File: config.mk
export PLATFORM = sky130hd
export DESIGN_NAME = record_selection_sort_top
export DESIGN_NICKNAME = d
export VERILOG_FILES = /design/src/sv/rss_pkg.sv /design/src/sv/rss_ctrl.sv /design/src/sv/rss_datapath.sv /design/src/sv/record_selection_sort_top.sv
export SDC_FILE = /design/constraint.sdc
export NUM_CORES = 1
export LEC_CHECK = 0
export ABC_CLOCK_PERIOD_IN_PS = 5680
export BUFFER_PORTS_ARGS = -buffer_cell sky130_fd_sc_hd__buf_2
export CAP_MARGIN = 30
export CORE_UTILIZATION = 35
export DETAILED_ROUTE_END_ITERATION = 10
export SLEW_MARGIN = 20
export SYNTH_ARGS = -nofsm -noshare
export SYNTH_HDL_FRONTEND = slang
export SYNTH_HIERARCHICAL = 1
export SYNTH_SLANG_ARGS = --single-unit
export TNS_END_PERCENT = 50
File: constraint.sdc
create_clock -name clk -period 5.68 [get_ports clk]
set_input_delay 0 -clock clk [delete_from_list [all_inputs] [get_ports clk]]
set_output_delay 0 -clock clk [all_outputs]
set_load 0.02 [all_outputs]
File: src/sv/rss_pkg.sv
// shared types for the record selection sort block
package rss_pkg;

  typedef struct packed {
    logic [15:0] record_id;
    logic [31:0] salary;
    logic        last_item;
  } in_item_t;

  typedef struct packed {
    logic [15:0] out_id;
    logic [31:0] out_salary;
    logic        out_last;
    logic        overflow;
  } out_item_t;

  typedef struct packed {
    logic [15:0] id;
    logic [31:0] salary;
  } rec_t;

  typedef struct packed {
    logic load;
    logic sort_init;
    logic scan_rd;
    logic swap_hi;
    logic swap_lo;
    logic emit_rd;
    logic clear;
  } rss_cmd_t;

  typedef struct packed {
    logic few;
    logic k_at_i;
    logic i_is_one;
    logic emit_end;
  } rss_sts_t;

endpackage

File: src/sv/rss_ctrl.sv
// sequencing state machine for load, sort passes and emission
module rss_ctrl
  import rss_pkg::*;
(
  input  logic     clk,
  input  logic     rst_n,
  input  logic     start,
  input  logic     last_item,
  input  rss_sts_t sts,
  output rss_cmd_t cmd,
  output logic     busy
);

  typedef enum logic [6:0] {
    IDLE     = 7'b0000001,
    SCAN     = 7'b0000010,
    SCAN_END = 7'b0000100,
    SWAP_HI  = 7'b0001000,
    SWAP_LO  = 7'b0010000,
    EMIT     = 7'b0100000,
    DONE     = 7'b1000000
  } state_t;

  state_t state_r, state_nxt;

  always_comb begin
    cmd       = '0;
    state_nxt = state_r;
    unique case (state_r)
      IDLE: begin
        if (start) begin
          cmd.load = 1'b1;
          if (last_item) begin
            cmd.sort_init = 1'b1;
            state_nxt     = sts.few ? EMIT : SCAN;
          end
        end
      end
      SCAN: begin
        cmd.scan_rd = 1'b1;
        if (sts.k_at_i) begin
          state_nxt = SCAN_END;
        end
      end
      SCAN_END: begin
        state_nxt = SWAP_HI;
      end
      SWAP_HI: begin
        cmd.swap_hi = 1'b1;
        state_nxt   = SWAP_LO;
      end
      SWAP_LO: begin
        cmd.swap_lo = 1'b1;
        state_nxt   = sts.i_is_one ? EMIT : SCAN;
      end
      EMIT: begin
        cmd.emit_rd = 1'b1;
        if (sts.emit_end) begin
          state_nxt = DONE;
        end
      end
      DONE: begin
        cmd.clear = 1'b1;
        state_nxt = IDLE;
      end
      default: begin
        state_nxt = IDLE;
      end
    endcase
  end

  always_ff @(posedge clk) begin
    if (!rst_n) begin
      state_r <= IDLE;
    end else begin
      state_r <= state_nxt;
    end
  end

  assign busy = (state_r != IDLE);

endmodule

File: src/sv/rss_datapath.sv
// record store, scan compare, swap and output registers
module rss_datapath
  import rss_pkg::*;
#(
  parameter int MAX_RECORDS = 16
) (
  input  logic      clk,
  input  logic      rst_n,
  input  in_item_t  in_item,
  input  rss_cmd_t  cmd,
  output rss_sts_t  sts,
  output logic      out_valid,
  output out_item_t out_item
);

  localparam int AW = $clog2(MAX_RECORDS);
  localparam int CW = $clog2(MAX_RECORDS + 1);

  rec_t           mem_r [MAX_RECORDS];
  rec_t           rd_data_r;
  logic [CW-1:0]  count_r, count_nxt;
  logic           dropped_r, dropped_nxt;
  logic [AW-1:0]  i_r, i_nxt;
  logic [AW-1:0]  k_r, k_nxt;
  logic           rd_vld_r;
  logic [AW-1:0]  rd_idx_r;
  rec_t           best_r, best_nxt;
  logic [AW-1:0]  best_idx_r, best_idx_nxt;
  rec_t           reci_r, reci_nxt;
  logic           out_vld_r;
  logic           out_last_r;

  logic           full;
  logic [AW-1:0]  top_idx;
  logic           we;
  logic [AW-1:0]  wa;
  rec_t           wd;

  assign full    = (count_r == CW'(MAX_RECORDS));
  assign top_idx = full ? AW'(MAX_RECORDS - 1) : count_r[AW-1:0];

  always_comb begin
    sts.few      = (count_r == '0);
    sts.k_at_i   = (k_r == i_r);
    sts.i_is_one = (i_r == AW'(1));
    sts.emit_end = ((CW'(k_r) + CW'(1)) == count_r);
  end

  // single write port
  always_comb begin
    we = 1'b0;
    wa = count_r[AW-1:0];
    wd = '{id: in_item.record_id, salary: in_item.salary};
    if (cmd.load && !full) begin
      we = 1'b1;
    end else if (cmd.swap_hi) begin
      we = 1'b1;
      wa = i_r;
      wd = best_r;
    end else if (cmd.swap_lo) begin
      we = 1'b1;
      wa = best_idx_r;
      wd = reci_r;
    end
  end

  always_ff @(posedge clk) begin
    if (we) begin
      mem_r[wa] <= wd;
    end
    rd_data_r <= mem_r[k_r];
  end

  always_comb begin
    count_nxt    = count_r;
    dropped_nxt  = dropped_r;
    i_nxt        = i_r;
    k_nxt        = k_r;
    best_nxt     = best_r;
    best_idx_nxt = best_idx_r;
    reci_nxt     = reci_r;
    if (cmd.load) begin
      if (full) begin
        dropped_nxt = 1'b1;
      end else begin
        count_nxt = count_r + CW'(1);
      end
    end
    if (cmd.clear) begin
      count_nxt   = '0;
      dropped_nxt = 1'b0;
    end
    if (cmd.sort_init) begin
      i_nxt = top_idx;
      k_nxt = '0;
    end
    if (cmd.swap_lo) begin
      i_nxt = i_r - AW'(1);
      k_nxt = '0;
    end
    if (cmd.scan_rd || cmd.emit_rd) begin
      k_nxt = k_r + AW'(1);
    end
    // running maximum, first index wins on ties
    if (rd_vld_r) begin
      if ((rd_idx_r == '0) || (rd_data_r.salary > best_r.salary)) begin
        best_nxt     = rd_data_r;
        best_idx_nxt = rd_idx_r;
      end
      if (rd_idx_r == i_r) begin
        reci_nxt = rd_data_r;
      end
    end
  end

  always_ff @(posedge clk) begin
    if (!rst_n) begin
      count_r   <= '0;
      dropped_r <= 1'b0;
      rd_vld_r  <= 1'b0;
      out_vld_r <= 1'b0;
    end else begin
      count_r   <= count_nxt;
      dropped_r <= dropped_nxt;
      rd_vld_r  <= cmd.scan_rd;
      out_vld_r <= cmd.emit_rd;
    end
  end

  always_ff @(posedge clk) begin
    i_r        <= i_nxt;
    k_r        <= k_nxt;
    rd_idx_r   <= k_r;
    best_r     <= best_nxt;
    best_idx_r <= best_idx_nxt;
    reci_r     <= reci_nxt;
    out_last_r <= sts.emit_end;
  end

  assign out_valid           = out_vld_r;
  assign out_item.out_id     = rd_data_r.id;
  assign out_item.out_salary = rd_data_r.salary;
  assign out_item.out_last   = out_last_r;
  assign out_item.overflow   = dropped_r;

endmodule

File: src/sv/record_selection_sort_top.sv
// top level of the record selection sort block
// Records load one per cycle while busy is low; records beyond MAX_RECORDS are
// dropped and flagged as overflow on every result of the run. The item marked
// last starts the sort: for a set of n records, each pass over positions 0..i
// reads the store one position per cycle, then makes two swap writes through
// the single write port; after the sort the n results come out on consecutive
// cycles with out_valid high, ascending by salary, and busy falls in the cycle
// after the last result. Results cannot be stalled; the receiver must take each
// one in the cycle it is shown.
module record_selection_sort_top
  import rss_pkg::*;
#(
  parameter int MAX_RECORDS = 16
) (
  input  logic      clk,
  input  logic      rst_n,
  input  logic      start,
  output logic      busy,
  input  in_item_t  in_item,
  output logic      out_valid,
  output out_item_t out_item
);

  rss_cmd_t cmd;
  rss_sts_t sts;

  rss_ctrl u_ctrl (
    .clk       (clk),
    .rst_n     (rst_n),
    .start     (start),
    .last_item (in_item.last_item),
    .sts       (sts),
    .cmd       (cmd),
    .busy      (busy)
  );

  rss_datapath #(
    .MAX_RECORDS (MAX_RECORDS)
  ) u_datapath (
    .clk       (clk),
    .rst_n     (rst_n),
    .in_item   (in_item),
    .cmd       (cmd),
    .sts       (sts),
    .out_valid (out_valid),
    .out_item  (out_item)
  );

endmodule

Yosys cells after proc, flatten, opt, wreduce, memory -nomap -nowiden
Memories as Yosys holds them, arrays and structs flattened. A register that Yosys moved wholly into a read port is not among the register bits.
Cells that the tools add are included.
Widths: inputs -> output; s select.
{"block": "classes", "addsub": 4, "n_eq_ne": 17, "n_bitwise": 2, "n_lt_le_gt_ge": 1, "mux": 32, "reduce_logical": 14}
{"op": "$mux 48", "count": 3}
{"op": "$pmux 7 s6", "count": 1}
{"op": "$mux 4", "count": 9}
{"op": "$gt 32x32->1", "count": 1}
{"op": "$mux 7", "count": 4}
{"op": "$mux 6", "count": 2}
{"op": "$mux 1", "count": 11}
{"op": "$eq 4x4->1", "count": 2}
{"op": "$reduce_and 2->1", "count": 4}
{"op": "$eq 7x1->1 const B", "count": 1}
{"op": "$eq 7x2->1 const B", "count": 1}
{"op": "$eq 7x3->1 const B", "count": 1}
{"op": "$eq 7x4->1 const B", "count": 1}
{"op": "$eq 7x5->1 const B", "count": 1}
{"op": "$eq 7x6->1 const B", "count": 1}
{"op": "$eq 7x7->1 const B", "count": 1}
{"op": "$ne 7x1->1 const B", "count": 1}
{"op": "$ne 2x2->1 const B", "count": 3}
{"op": "$add 4x1->5 const B", "count": 1}
{"op": "$add 5x1->5 const B", "count": 1}
{"op": "$eq 5x5->1", "count": 1}
{"op": "$eq 5x5->1 const B", "count": 1}
{"op": "$logic_not 5->1", "count": 1}
{"op": "$add 4x1->4 const B", "count": 1}
{"op": "other kinds (13)", "count": 16}
{"block": "totals", "elab_cells": 85, "inputBits": 52, "regBits": 128, "mem_bits_rw": 768, "out_inout_bits": 52, "mem_count": 1}
{"name": "u_datapath.mem_r", "words": 16, "width": 48, "read_ports": 1, "rd_ports_with_merged_regs": 1, "wr": 1, "line": "rss_datapath.sv:19", "rtl": "rec_t mem_r [MAX_RECORDS];"}

Depth between registers and ports, before layout
Gate-level depths: netlist (run 1).
{"block": "depth", "word_depth": 7, "depth_mapped": 11, "mapped_depth_nobuf": 9}

By module
The synthesis (run 1) kept the hierarchy.
{"mod": "rss_datapath", "instances": 1, "seq_area_each_um2": 27526.4, "cells_each": 1699, "area_per_inst_um2": 36486.2}
{"mod": "rss_ctrl", "instances": 1, "seq_area_each_um2": 140.1, "cells_each": 67, "area_per_inst_um2": 568.0}

Least setup slack after synthesis (run 1)
Ideal clock, no wire load.
{"block": "synth_path", "path_kind": "reg-to-reg", "startpoint": "register u_datapath.i_r[2]", "endpoint": "register u_datapath/reci_r[0] (netlist bit), enable pin", "required_time_ns": 5.167, "setup_slack_ns": 1.127, "setup_time_ns": 0.513, "arrival_ns": 4.040, "path_stages_with_launch": 5, "path_cell_list": "edfxtp_1 > clkbuf_1 > xnor2_1 > nand3_1 > nor3_1"}
{"block": "synth_between", "elab_chain_len": 2}
{"item": "start, declared", "line": "rss_datapath.sv:23", "rtl": "logic [AW-1:0] i_r, i_nxt;"}
{"item": "start signal, assigned", "line": "rss_datapath.sv:131", "rtl": "i_r <= i_nxt;"}
{"item": "$eq 4x4->1", "line": "rss_datapath.sv:110", "rtl": "if (rd_idx_r == i_r) begin"}
{"item": "$reduce_and 2->1 (no line)"}
{"item": "end signal, assigned", "line": "rss_datapath.sv:136", "rtl": "reci_r <= reci_nxt;"}
{"item": "end, declared", "line": "rss_datapath.sv:29", "rtl": "rec_t reci_r, reci_nxt;"}
No other way between the ends.
A chain may end at the register's enable or synchronous reset.

==> results by group, run 1 <==
Status
  – Status: complete, but fails checks
  – Failing checks: negative hold slack

Floorplan
  – Die area: 0.1072 mm2
  – Die X: 327.4 um
  – # rows: 118
  – Initial core utilization: 35.55%
  – Die height: 327.4 um
  – Number of I/O pins: 104
  – Placeable Area: 0.1042 mm2

STA
  – WHS: -0.04787 ns
  – Skew final: 0.02913 ns
  – Worst slew pin tran: 0.9707 ns
  – Max Freq: 231.9 MHz
  – RSZ-0062 raised after global routing: no
  – Pins Over Slew Limit: 0
  – Max-slew headroom: 34.69%
  – Hold Violations, Final: 112
  – Setup WS post-layout: 1.367 ns
  – Setup Viol. Count Final: 0
  – Setup tns final: 0 ns
  – Fin crit period: 4.313 ns
  – Tcrit/Tclk final: 75.94%

CTS
  – H-tree depth: 3
  – Num CTS Buffers: 93
  – Worst skew pair latency: 0.67 ns
  – Setup Buffers After CTS: 0
  – Clock root cell: clkbuf_16
  – Post-cts resize count: 0
  – Clock buffer depth: 3
  – Clock sinks: 944
  – Clk pin slew, worst setup/hold paths: 0.07 ns
  – TritonCTS clock tree: done

Power and ir drop
  – Leakage: 13.84 nW
  – VDD IR-drop max: 0.3122 mV
  – P per Cell Area: 439.8 mW/mm2

Flow run
  – Max Cap Viol: 0

Worst setup path
  – Crit Path Max Fanout: 45
  – Crit. End Element: flip-flop
  – Reg2Reg Depth: 8
  – Crit path kind: flip-flop to flip-flop
  – Critical path arrival: 4.64 ns
  – Setup crit start kind: flip-flop
  – Worst EP required: 6.00 ns

Drt
  – 1st-pass router iterations: 5
  – Routed WL: 85.88 mm
  – Vias: 18060
  – Routed WL per cell: 25.05 um
  – Final ANT Viol Nets: 0
  – Via/cell ratio: 5.266
  – First DRT Iteration DRCs: 1869
  – Drt drc: 0

Synth
  – Simple-gate share of the synthesized area: 2.701%
  – Avg Cell Area, Syn: 20.98 um2
  – Warning count from the yosys run: 6
  – Compound-Gate Fraction of Synth Area: 3.562%
  – Yosys reg bits: 944
  – Cell variety after synth: 58
  – Ys flop type: edfxtp_1
  – Adder-Cell Fraction of Synth Area: 1.249%
  – Sequential element share of the synthesized area: 74.66%
  – Synth Net Count: 1855
  – Count of flip-flops with a built-in enable after synthesis: 876
  – XOR/XNOR Fraction of Synth Area: 0.4964%
  – Largest family of logic cells by synthesized area: multiplexers
  – Post-synthesis mux area share: 14.76%
  – Synth Cell Area: 0.03705 mm2
  – Post-Syn Instances: 1766
  – Ys async rst share: 0%

Worst hold path
  – HP Class: primary input to flip-flop
  – Worst hold stages: 3

Finish
  – Diodes inserted: 0
  – Layout filler cell count: 9142
  – Design Area, Final: 0.04317 mm2
  – Layout area overhead: 16.50%
  – Final nets: 2060
  – Share of cells above drive strength 1: 28.75%

Global routing
  – Initial antenna violation count: 0
  – Met1 usage: 21.59%
  – Overall fraction of global-route tracks in use: 16.11%
  – Global route overflow: 0
  – Grt met2 use: 26.75%
  – Vias in the first global route: 18800
  – Global Route met3 Usage: 3.058%
  – First-pass GRT wire length: 126.7 mm
  – Layer with the highest usage: met2
  – Largest net degree at the start of global routing: 100

Placed design
  – Pre-CTS WS: 1.325 ns
  – GPL Wtd Cong: 0.7795
  – Final HPWL DP: 49.71 mm
  – Port Buf Inserts: 103
  – Placed cell area: 0.03927 mm2
## Yosys cell counts, drive strengths merged, types with 2 or more instances
| library cell | count | area, um2 |
|---|---|---|
| a21oi | 19 | 95.09 |
| a2111oi | 2 | 17.52 |
| ha | 37 | 462.9 |
| or2 | 2 | 12.51 |
| and3 | 4 | 25.02 |
| a21o | 4 | 30.03 |
| a21boi | 2 | 15.01 |
| clkbuf | 54 | 342.8 |
| a211o | 2 | 17.52 |
| nand3 | 9 | 45.04 |
| a31oi | 47 | 294.0 |
| nor4 | 9 | 68.81 |
| nand2b | 5 | 31.28 |
| xnor2 | 9 | 78.83 |
| nor3 | 10 | 50.05 |
| a211oi | 2 | 15.01 |
| nor3b | 5 | 37.54 |
| xor2 | 12 | 105.1 |
| nor2b | 51 | 319.1 |
| nand2 | 19 | 71.32 |
| buf | 51 | 454.2 |
| mux4 | 240 | 5469 |
| o21ai | 51 | 255.3 |
| o41ai | 2 | 36.29 |
| nor4bb | 2 | 20.02 |
| nand4 | 10 | 62.56 |
| inv | 41 | 153.9 |
| o21bai | 2 | 15.01 |
| nor2 | 38 | 142.6 |
| o211ai | 4 | 30.03 |
| a22oi | 53 | 397.9 |
| nor4b | 3 | 38.79 |
| and2 | 4 | 25.02 |
| edfxtp | 876 | 26310 |
| dfxtp | 68 | 1361 |
| a22o | 6 | 52.55 |
## layout make-up
class | count | area [um2] | area share, %
clock buffer | 119 | 2550 | 5.907
clock inverter | 54 | 685.7 | 1.588
inverter | 41 | 153.9 | 0.3565
tap | 1380 | 1727 | 4.000
timing repair buffer | 215 | 1737 | 4.023
sequential | 944 | 27670 | 64.09
multi-input combinational | 676 | 8648 | 20.03
## power breakdown
part           internal (mW)  switching [mW]
logic                   1.54            2.22
clock network           3.79            2.63
registers               8.47           0.332
## metal layers
| metal | share of wire, % | up-vias |
|---|---|---|
| li1 | - | 7796 |
| met1 | 43 | 9572 |
| met2 | 50 | 580 |
| met3 | 5.8 | 110 |
| met4 | 2.2 | 0 |
| met5 | 0 | - |
## worst max-delay path: stages, from the launching register on
cell	delay, ns
dfxtp_1	0.43
nor4_2	0.40
and4bb_2	0.55
buf_4	0.72
a22oi_1	0.20
o21bai_1	0.25
nand2_1	0.29
nor2_4	0.73
buf_12	0.35
## cells by family after synthesis
logic type	count (synthesis)
AO/OA/AOI/OAI	202
XOR/XNOR	21
adder cells (fa/ha/maj)	37
buffers and inverters	146
flip-flops	944
multiplexers	240
AND/OR/NAND/NOR	176
## path summary, 6_finish.rpt
| path | start | to | slack (ns) |
|---|---|---|---|
| worst min-delay path | in_item[38] | u_datapath/mem_r[2][37] | -0.05 |
| worst max register to register | u_ctrl/state_r[4] | u_datapath/mem_r[11][22] | 1.37 |
| worst min register to register | u_datapath/out_item[39] | u_datapath/best_r[37] | 0.45 |
| worst max-delay path | u_ctrl/state_r[4] | u_datapath/mem_r[11][22] | 1.37 |
## layout by cell type, fill, tap and decap left out, drive strengths merged, types with 10 or more instances in the layout
cell,synthesis,final
dfxtp,68,68
nor2b,51,51
clkbuf,54,131
mux4,240,240
nand2,19,19
bufinv,0,13
inv,41,44
o21ai,51,51
edfxtp,876,876
a22oi,53,53
nand4,10,10
ha,37,37
nor3,10,10
clkinv,0,33
a31oi,47,47
a21oi,19,19
buf,51,167
dlygate4sd3,0,36
xor2,12,12
nor2,38,38
## sequential cells by signal, summed over array words and instances, names as in the netlist, 5 cells and up
signal               flops
u_ctrl/state_r           7
u_datapath/reci_r       48
u_datapath/out_item     48
u_datapath/count_r       5
u_datapath/mem_r       768
u_datapath/best_r       48
## timing repair
| item | 4_1_cts | 5_1_grt |
|---|---|---|
| hold buffers | 9 | 27 |
| endpoints found under the hold margin | 55 | 98 |
| endpoints found under the setup margin | 0 | 0 |
## metrics by stage
step / utilization (%) / power [mW] / hold slack [ns] / std cells
2_1_floorplan: - / 11.43 / 0.1184 / 1766
3_3_place_gp: 37.60 / 12.59 / 0.3234 / 3186
3_5_place_dp: 37.67 / 12.69 / 0.3254 / 3191
4_1_cts: 40.86 / 19.14 / 0.01689 / 3373
5_1_grt: 41.41 / 19.74 / 0.0004433 / 3429
6_report: 41.41 / 18.99 / -0.04787 / 3429
No activity file was read; power rests on OpenSTA's default activity.
==> run 2, diff against run 1 <==
--- a/config.mk
+++ b/config.mk
@@ -5,7 +5,7 @@
 export SDC_FILE = /design/constraint.sdc
 export NUM_CORES = 1
 export LEC_CHECK = 0
-export ABC_CLOCK_PERIOD_IN_PS = 5680
+export ABC_CLOCK_PERIOD_IN_PS = 3640
 export BUFFER_PORTS_ARGS = -buffer_cell sky130_fd_sc_hd__buf_2
 export CAP_MARGIN = 30
 export CORE_UTILIZATION = 35
==> constraint.sdc (replaced) <==
create_clock -name clk -period 3.64 [get_ports clk]
set_input_delay 0 -clock clk [delete_from_list [all_inputs] [get_ports clk]]
set_output_delay 0 -clock clk [all_outputs]
set_load 0.02 [all_outputs]
==> run 2 against run 1 <==
The flow now finishes without violations. Wire length fell by 2.1%. Cell area rose by 0.88%. Worst setup slack got worse by 1.0 ns. Clock-buffer cell count fell by 4. Combinational power rose by 61%. Largest cell class unchanged. Highest routed layer unchanged. Die area did not move. Sequential power rose by 56%. Power rose by 58%. Global-route usage fell by 0.31 points. Via count barely moved. Clock power rose by 60%.
==> results by group, run 2 (synthesis results as in run 1) <==
CTS
  – Num CTS Buffers: 95 (+2.2%)
  – Clk pin slew, worst setup/hold paths: 0.06 ns (about the same)
  – Setup Buffers After CTS: 0 (unchanged)
  – Worst skew pair latency: 0.67 ns (about the same)
  – Clock sinks: 944 (unchanged)
  – TritonCTS clock tree: done
  – Clock buffer depth: 3 (unchanged)
  – H-tree depth: 3 (unchanged)
  – Clock root cell: clkbuf_16

Floorplan
  – Initial core utilization: 35.55% (unchanged)
  – Die area: 0.1072 mm2 (unchanged)
  – Placeable Area: 0.1042 mm2 (unchanged)
  – Die X: 327.4 um (unchanged)
  – Number of I/O pins: 104 (unchanged)
  – Die height: 327.4 um (unchanged)
  – # rows: 118 (unchanged)

Global routing
  – Global route overflow: 0 (unchanged)
  – Largest net degree at the start of global routing: 123 (+23%)
  – First-pass GRT wire length: 125.9 mm (-0.64%)
  – Initial antenna violation count: 0 (unchanged)
  – Vias in the first global route: 18990 (+1.0%)
  – Overall fraction of global-route tracks in use: 15.81% (-0.31 points)

STA
  – Fin crit period: 3.322 ns (-0.9907 ns)
  – Setup Viol. Count Final: 0 (unchanged)
  – Skew final: 0.04065 ns (+0.01152 ns)
  – Worst slew pin tran: 0.9632 ns (-0.007517 ns)
  – RSZ-0062 raised after global routing: no
  – Tcrit/Tclk final: 91.27% (+15 points)
  – Hold Violations, Final: 0 (-100%)
  – Max-slew headroom: 35.79% (+1.1 points)
  – Pins Over Slew Limit: 0 (unchanged)
  – Max Freq: 301.0 MHz (+30%)

Worst hold path
  – HP Class: primary input to flip-flop

Power and ir drop
  – Flop pwr share: 45.7% (-0.6 points)
  – Clk network pwr share: 34.2% (+0.4 points)
  – Switching pwr: 8.179 mW (+58%)
  – P per Cell Area: 690.8 mW/mm2 (+57%)
  – Switching share of power: 27.19% (-0.13 points)
  – Combinational share of power: 20.1% (+0.3 points)
  – Total power: 30.08 mW (+58%)
  – Internal cell power: 21.90 mW (+59%)
  – VDD IR-drop max: 0.3781 mV (+21%)
  – Leakage: 14.09 nW (+1.8%)

Worst setup path
  – Setup crit start kind: flip-flop
  – Critical path's slowest cell: and2_2
  – Reg2Reg Setup Slack: 0.32 ns (-1.05 ns)
  – Crit Path Max Fanout: 20 (-56%)
  – Crit-path cells: inv_1 -> ha_1 -> nor4bb_2 -> buf_4 -> nand2b_2 -> buf_4 -> and2_2 -> buf_12 -> a22oi_1 -> o21ai_1 -> buf_4
  – Critical path arrival: 3.79 ns (-0.85 ns)
  – Crit path kind: flip-flop to flip-flop
  – Crit path to: u_datapath/mem_r[10][23]
  – Crit. End Element: flip-flop
  – Max incr delay on CP: 0.49 ns (-0.24 ns)
  – R2r endpoint: u_datapath/mem_r[10][23]
  – CP startpoint: u_datapath/count_r[0]
  – Most frequent CP cell: buf_4
  – Worst reg2reg startpoint: u_datapath/count_r[0]
  – Worst EP required: 4.11 ns (-1.89 ns)
  – Reg2Reg Depth: 11 (+3)

Placed design
  – Inst Count DP: 3254 (+2.0%)
  – GPL Wtd Cong: 0.7687 (-1.4%)
  – Port Buf Inserts: 103 (unchanged)
  – Final HPWL DP: 50.95 mm (+2.5%)

Finish
  – Commonest non-fill, non-tap cell in the layout: edfxtp_1
  – Share of cells above drive strength 1: 29.37% (+0.62 points)
  – Layout area overhead: 17.53%
  – Fin cells: 3482 (+1.5%)
  – Most frequent cells in the layout: 876 x edfxtp_1, 223 x mux4_2, 103 x buf_2
  – Biggest register: u_datapath/mem_r
  – Final nets: 2109 (+2.4%)
  – Largest register FFs: 768 (unchanged)

Drt
  – 1st-pass router iterations: 5 (unchanged)
  – First DRT Iteration DRCs: 1362 (-27%)
  – Drt drc: 0 (unchanged)
  – Vias: 18060 (+0.0055%)
  – Via/cell ratio: 5.186 (-1.5%)
  – Routed WL: 84.05 mm (-2.1%)
  – Routed WL per cell: 24.14 um (-3.6%)
  – Final ANT Viol Nets: 0 (unchanged)

Flow run
  – Max Cap Viol: 0 (unchanged)

Status
  – Status: finished clean
==> run 2: changes by cell type in the layout (fill, tap and decap cells not counted), moves of 5 or more <==
cell           delta
dlygate4sd3_1    +13
clkbuf_1          -5
o21ai_1          +12
clkinv_1          +6
o21ai_2          -12
clkbuf_4         -12
buf_4            +52
==> run 2: worst min path at each step <==
stage	startpoint	endpoint	cells after the start	slack, ns
final	in_item[21]	u_datapath/mem_r[9][20]	4	0.02
after global routing	in_item[21]	u_datapath/mem_r[9][20]	4	0.03
after CTS	in_item[21]	u_datapath/mem_r[9][20]	4	0.0004
after detailed placement	rst_n	u_ctrl/state_r[5]	3	0.32
after global placement	rst_n	u_ctrl/state_r[5]	3	0.32
after floorplan	rst_n	u_ctrl/state_r[5]	2	0.12
==> run 2: area by class of cell <==
| type | count | area, um2 |
|---|---|---|
| Clock inverter | 63 | 807.0 |
| Multi-Input combinational cell | 676 | 8615 |
| Tap cell | 1380 | 1727 |
| Sequential cell | 944 | 27670 |
| Fill cell | 9105 | 60690 |
| Timing Repair Buffer | 262 | 2044 |
| Antenna cell | 1 | 2.502 |
| Inverter | 41 | 153.9 |
| Clock buffer | 115 | 2534 |
==> run 2: critical path, delay by kind of cell (launching register included) <==
kind,cells,cell delay (ns)
compound gates,2,0.27
fa+ha+maj,1,0.15
buf+inv,5,1.19
flops,1,0.38
simple gates,3,1.08
==> run 2: repair_timing <==
item	in CTS	in global routing
gates resized for setup	0	1
setup endpoints to repair	0	63
endpoints found under the hold margin	699	0
hold buffers	49	0
==> run 2: power by group through the flow <==
stage | combinational, mW | sequential, mW | clock [mW]
after floorplan | 3.74 | 14.1 | 0
after global placement | 6.03 | 13.9 | 0
after detailed placement | 6.11 | 14.0 | 0
after CTS | 6.17 | 13.8 | 10.5
after global routing | 6.47 | 13.8 | 10.9
final | 6.04 | 13.7 | 10.3
==> run 2: layer usage <==
metal | track usage (%) | vias up | share of wire, %
li1 | - | 7874 | -
met1 | 21.04 | 9695 | 43
met2 | 27.09 | 408 | 51
met3 | 2.701 | 82 | 4.5
met4 | 3.464 | 0 | 1.4
met5 | 0 | - | 0
==> run 2: metrics by stage <==
stage	worst slack [ns]	util (%)	setup TNS (ns)	cell area, um2	hold slack [ns]
finish	0.3176	41.78	0	43550	0.02137
global route	0.08110	41.78	0	43550	0.02892
CTS	0.2540	41.77	0	43540	0.0003867
detailed placement	0.3165	38.10	0	39710	0.3199
global placement	0.4408	38.10	0	39710	0.3154
floorplan	-0.8557	-	-680.61	37060	0.1184
==> run 3, diff against run 2 <==
--- a/config.mk
+++ b/config.mk
@@ -7,9 +7,10 @@
 export LEC_CHECK = 0
 export ABC_CLOCK_PERIOD_IN_PS = 3640
 export BUFFER_PORTS_ARGS = -buffer_cell sky130_fd_sc_hd__buf_2
-export CAP_MARGIN = 30
+export CAP_MARGIN = 5
 export CORE_UTILIZATION = 35
 export DETAILED_ROUTE_END_ITERATION = 10
+export RECOVER_POWER = 50
 export SLEW_MARGIN = 20
 export SYNTH_ARGS = -nofsm -noshare
 export SYNTH_HDL_FRONTEND = slang
==> run 3 against run 2 <==
The flow now finishes with violations (max-capacitance violations, max-slew violations). Wire length about the same. Global-route usage unchanged. Critical path type unchanged. Fmax shrank 2.8%. Clock power barely moved.
==> results by group, run 3 (synthesis results as in run 1) <==
Placed design
  – Port Buf Inserts: 103 (unchanged)
  – GPL Wtd Cong: 0.7687 (unchanged)
  – Pre-CTS WS: 0.3165 ns (unchanged)
  – Final HPWL DP: 50.95 mm (unchanged)

STA
  – RSZ-0062 raised after global routing: no
  – Setup WS post-layout: 0.2202 ns (-0.09745 ns)
  – Setup Viol. Count Final: 0 (unchanged)
  – Worst slew pin tran: 2.176 ns (+1.213 ns)
  – Pins Over Slew Limit: 171 (+171)
  – Fin crit period: 3.420 ns (+0.09745 ns)
  – Max Freq: 292.4 MHz (-2.8%)
  – Max-slew headroom: -45.09% (-81 points)
  – Skew final: 0.03773 ns (-0.002923 ns)
  – WHS: 0.02204 ns (+0.0006788 ns)
  – Hold Violations, Final: 0 (unchanged)
  – Tcrit/Tclk final: 93.95% (+2.7 points)

CTS
  – Worst skew pair latency: 0.67 ns (about the same)
  – Clock sinks: 944 (unchanged)
  – TritonCTS clock tree: done
  – Clock buffer depth: 3 (unchanged)
  – Num CTS Buffers: 95 (unchanged)
  – Clock root cell: clkbuf_16
  – H-tree depth: 3 (unchanged)
  – Clk pin slew, worst setup/hold paths: 0.06 ns (about the same)

Finish
  – Area occupied by multi-input gates: 0.008516 mm2 (-1.1%)
  – Layout filler cell count: 9164 (+0.65%)
  – Flip-flop and latch area: 0.02767 mm2 (unchanged)
  – Commonest non-fill, non-tap cell in the layout: edfxtp_1
  – Final nets: 2109 (unchanged)
  – Biggest register: u_datapath/mem_r
  – Largest register FFs: 768 (unchanged)
  – Share of cells above drive strength 1: 26.13% (-3.2 points)
  – Layout area overhead: 16.71%
  – Most frequent cells in the layout: 876 x edfxtp_1, 223 x mux4_2, 96 x clkbuf_16

Drt
  – Via/cell ratio: 5.217 (+0.58%)
  – Met3 wire length: 4.105 mm (+8.0%)
  – First DRT Iteration DRCs: 1456 (+6.9%)
  – Routed WL: 84.11 mm (about the same)
  – Routed WL per cell: 24.15 um (about the same)
  – 1st-pass router iterations: 5 (unchanged)
  – Final ANT Viol Nets: 0 (unchanged)
  – Routed met2 length: 43.05 mm (-0.40%)
  – Drt drc: 0 (unchanged)
  – Met1 Wirelength: 35.59 mm (-0.76%)
  – Vias: 18160 (+0.58%)
  – Top sig layer: met4

Floorplan
  – Number of I/O pins: 104 (unchanged)
  – # rows: 118 (unchanged)
  – Die X: 327.4 um (unchanged)
  – Placeable Area: 0.1042 mm2 (unchanged)
  – Die area: 0.1072 mm2 (unchanged)
  – Die height: 327.4 um (unchanged)
  – Initial core utilization: 35.55% (unchanged)

Worst hold path
  – HP Class: primary input to flip-flop

Worst setup path
  – Crit. End Element: flip-flop
  – Critical path arrival: 3.70 ns (-0.09 ns)
  – Crit path kind: flip-flop to flip-flop
  – Crit Path Max Fanout: 25 (+25%)
  – Worst EP required: 3.92 ns (-0.19 ns)
  – Setup crit start kind: flip-flop

Power and ir drop
  – Leakage: 13.88 nW (-1.5%)
  – P per Cell Area: 692.3 mW/mm2 (+0.22%)
  – VDD IR-drop max: 0.3644 mV (-3.6%)
  – Total power: 29.94 mW (-0.48%)

Global routing
  – Initial antenna violation count: 0 (unchanged)
  – Vias in the first global route: 18990 (unchanged)
  – First-pass GRT wire length: 125.9 mm (unchanged)
  – Global route overflow: 0 (unchanged)
  – Largest net degree at the start of global routing: 123 (unchanged)
  – Overall fraction of global-route tracks in use: 15.81% (unchanged)

Flow run
  – Max Cap Viol: 3 (+3)

Status
  – Failing checks: max-capacitance violations, max-slew violations
  – Status: complete, but fails checks
[run 3: cell count changes in the layout (fill, tap and decap cells not counted), moves of 2 or more]
cell,before,now
clkbuf_1,13,69
buf_2,103,54
buf_4,93,58
clkbuf_4,0,18
clkbuf_2,0,15
o21ai_0,4,13
o21ai_1,47,38
buf_12,17,10
nor2_1,21,28
nor2_4,17,10
buf_6,0,2
[run 3: worst max-delay path: stages (launching register included)]
cell	delay [ns]
dfxtp_1	0.43
nor4_2	0.50
and3_1	0.40
nor2b_1	0.40
a22oi_1	0.13
a21oi_1	0.22
nand2_1	0.28
nor2_4	0.18
buf_4	0.47
[run 3: repair_timing]
item                                   4_1_cts  5_1_grt
setup buffers                                0        0
hold buffers                                49        0
setup endpoints to repair                    0       63
endpoints found under the hold margin      699        0
gates resized for setup                      0        1
[run 3: metal layers]
| layer | up-vias | track usage [%] |
|---|---|---|
| li1 | 7877 | - |
| met2 | 465 | 27.09 |
| met4 | 0 | 3.464 |
| met1 | 9724 | 21.04 |
| met3 | 98 | 2.701 |
| met5 | - | 0 |
[run 3: report_power, final]
group / switching [mW] / internal (mW)
clock network: 4.11 / 6.19
logic: 3.50 / 2.39
registers: 0.544 / 13.2
total: 8.15 / 21.8
[run 3: area by class of cell]
| class | instances | area share [%] |
|---|---|---|
| flip-flops and latches | 944 | 63.98 |
| clock buffers | 115 | 5.859 |
| clock inverters | 63 | 1.866 |
| diodes | 1 | 0.005787 |
| inverters | 41 | 0.3559 |
| repair buffers | 262 | 4.253 |
| well taps | 1380 | 3.993 |
| multi-input cells | 676 | 19.69 |
[run 3: worst paths after layout]
path / cells after the start / slack (ns) / to / startpoint
max: 8 / 0.22 / u_datapath/mem_r[0][11] / u_ctrl/state_r[1]
min: 4 / 0.02 / u_datapath/mem_r[1][22] / in_item[23]
max reg2reg: 8 / 0.22 / u_datapath/mem_r[0][11] / u_ctrl/state_r[1]
min reg2reg: 0 / 0.43 / u_datapath/reci_r[40] / u_datapath/out_item[42]
[run 3: stage by stage]
stage	TNS, ns	cell area, um2	utilization (%)	cells
finish	0	43250	41.49	3482
global route	0	43240	41.49	3481
CTS	0	43540	41.77	3481
detailed placement	0	39710	38.10	3254
global placement	0	39710	38.10	3254
floorplan	-680.61	37060	-	1766
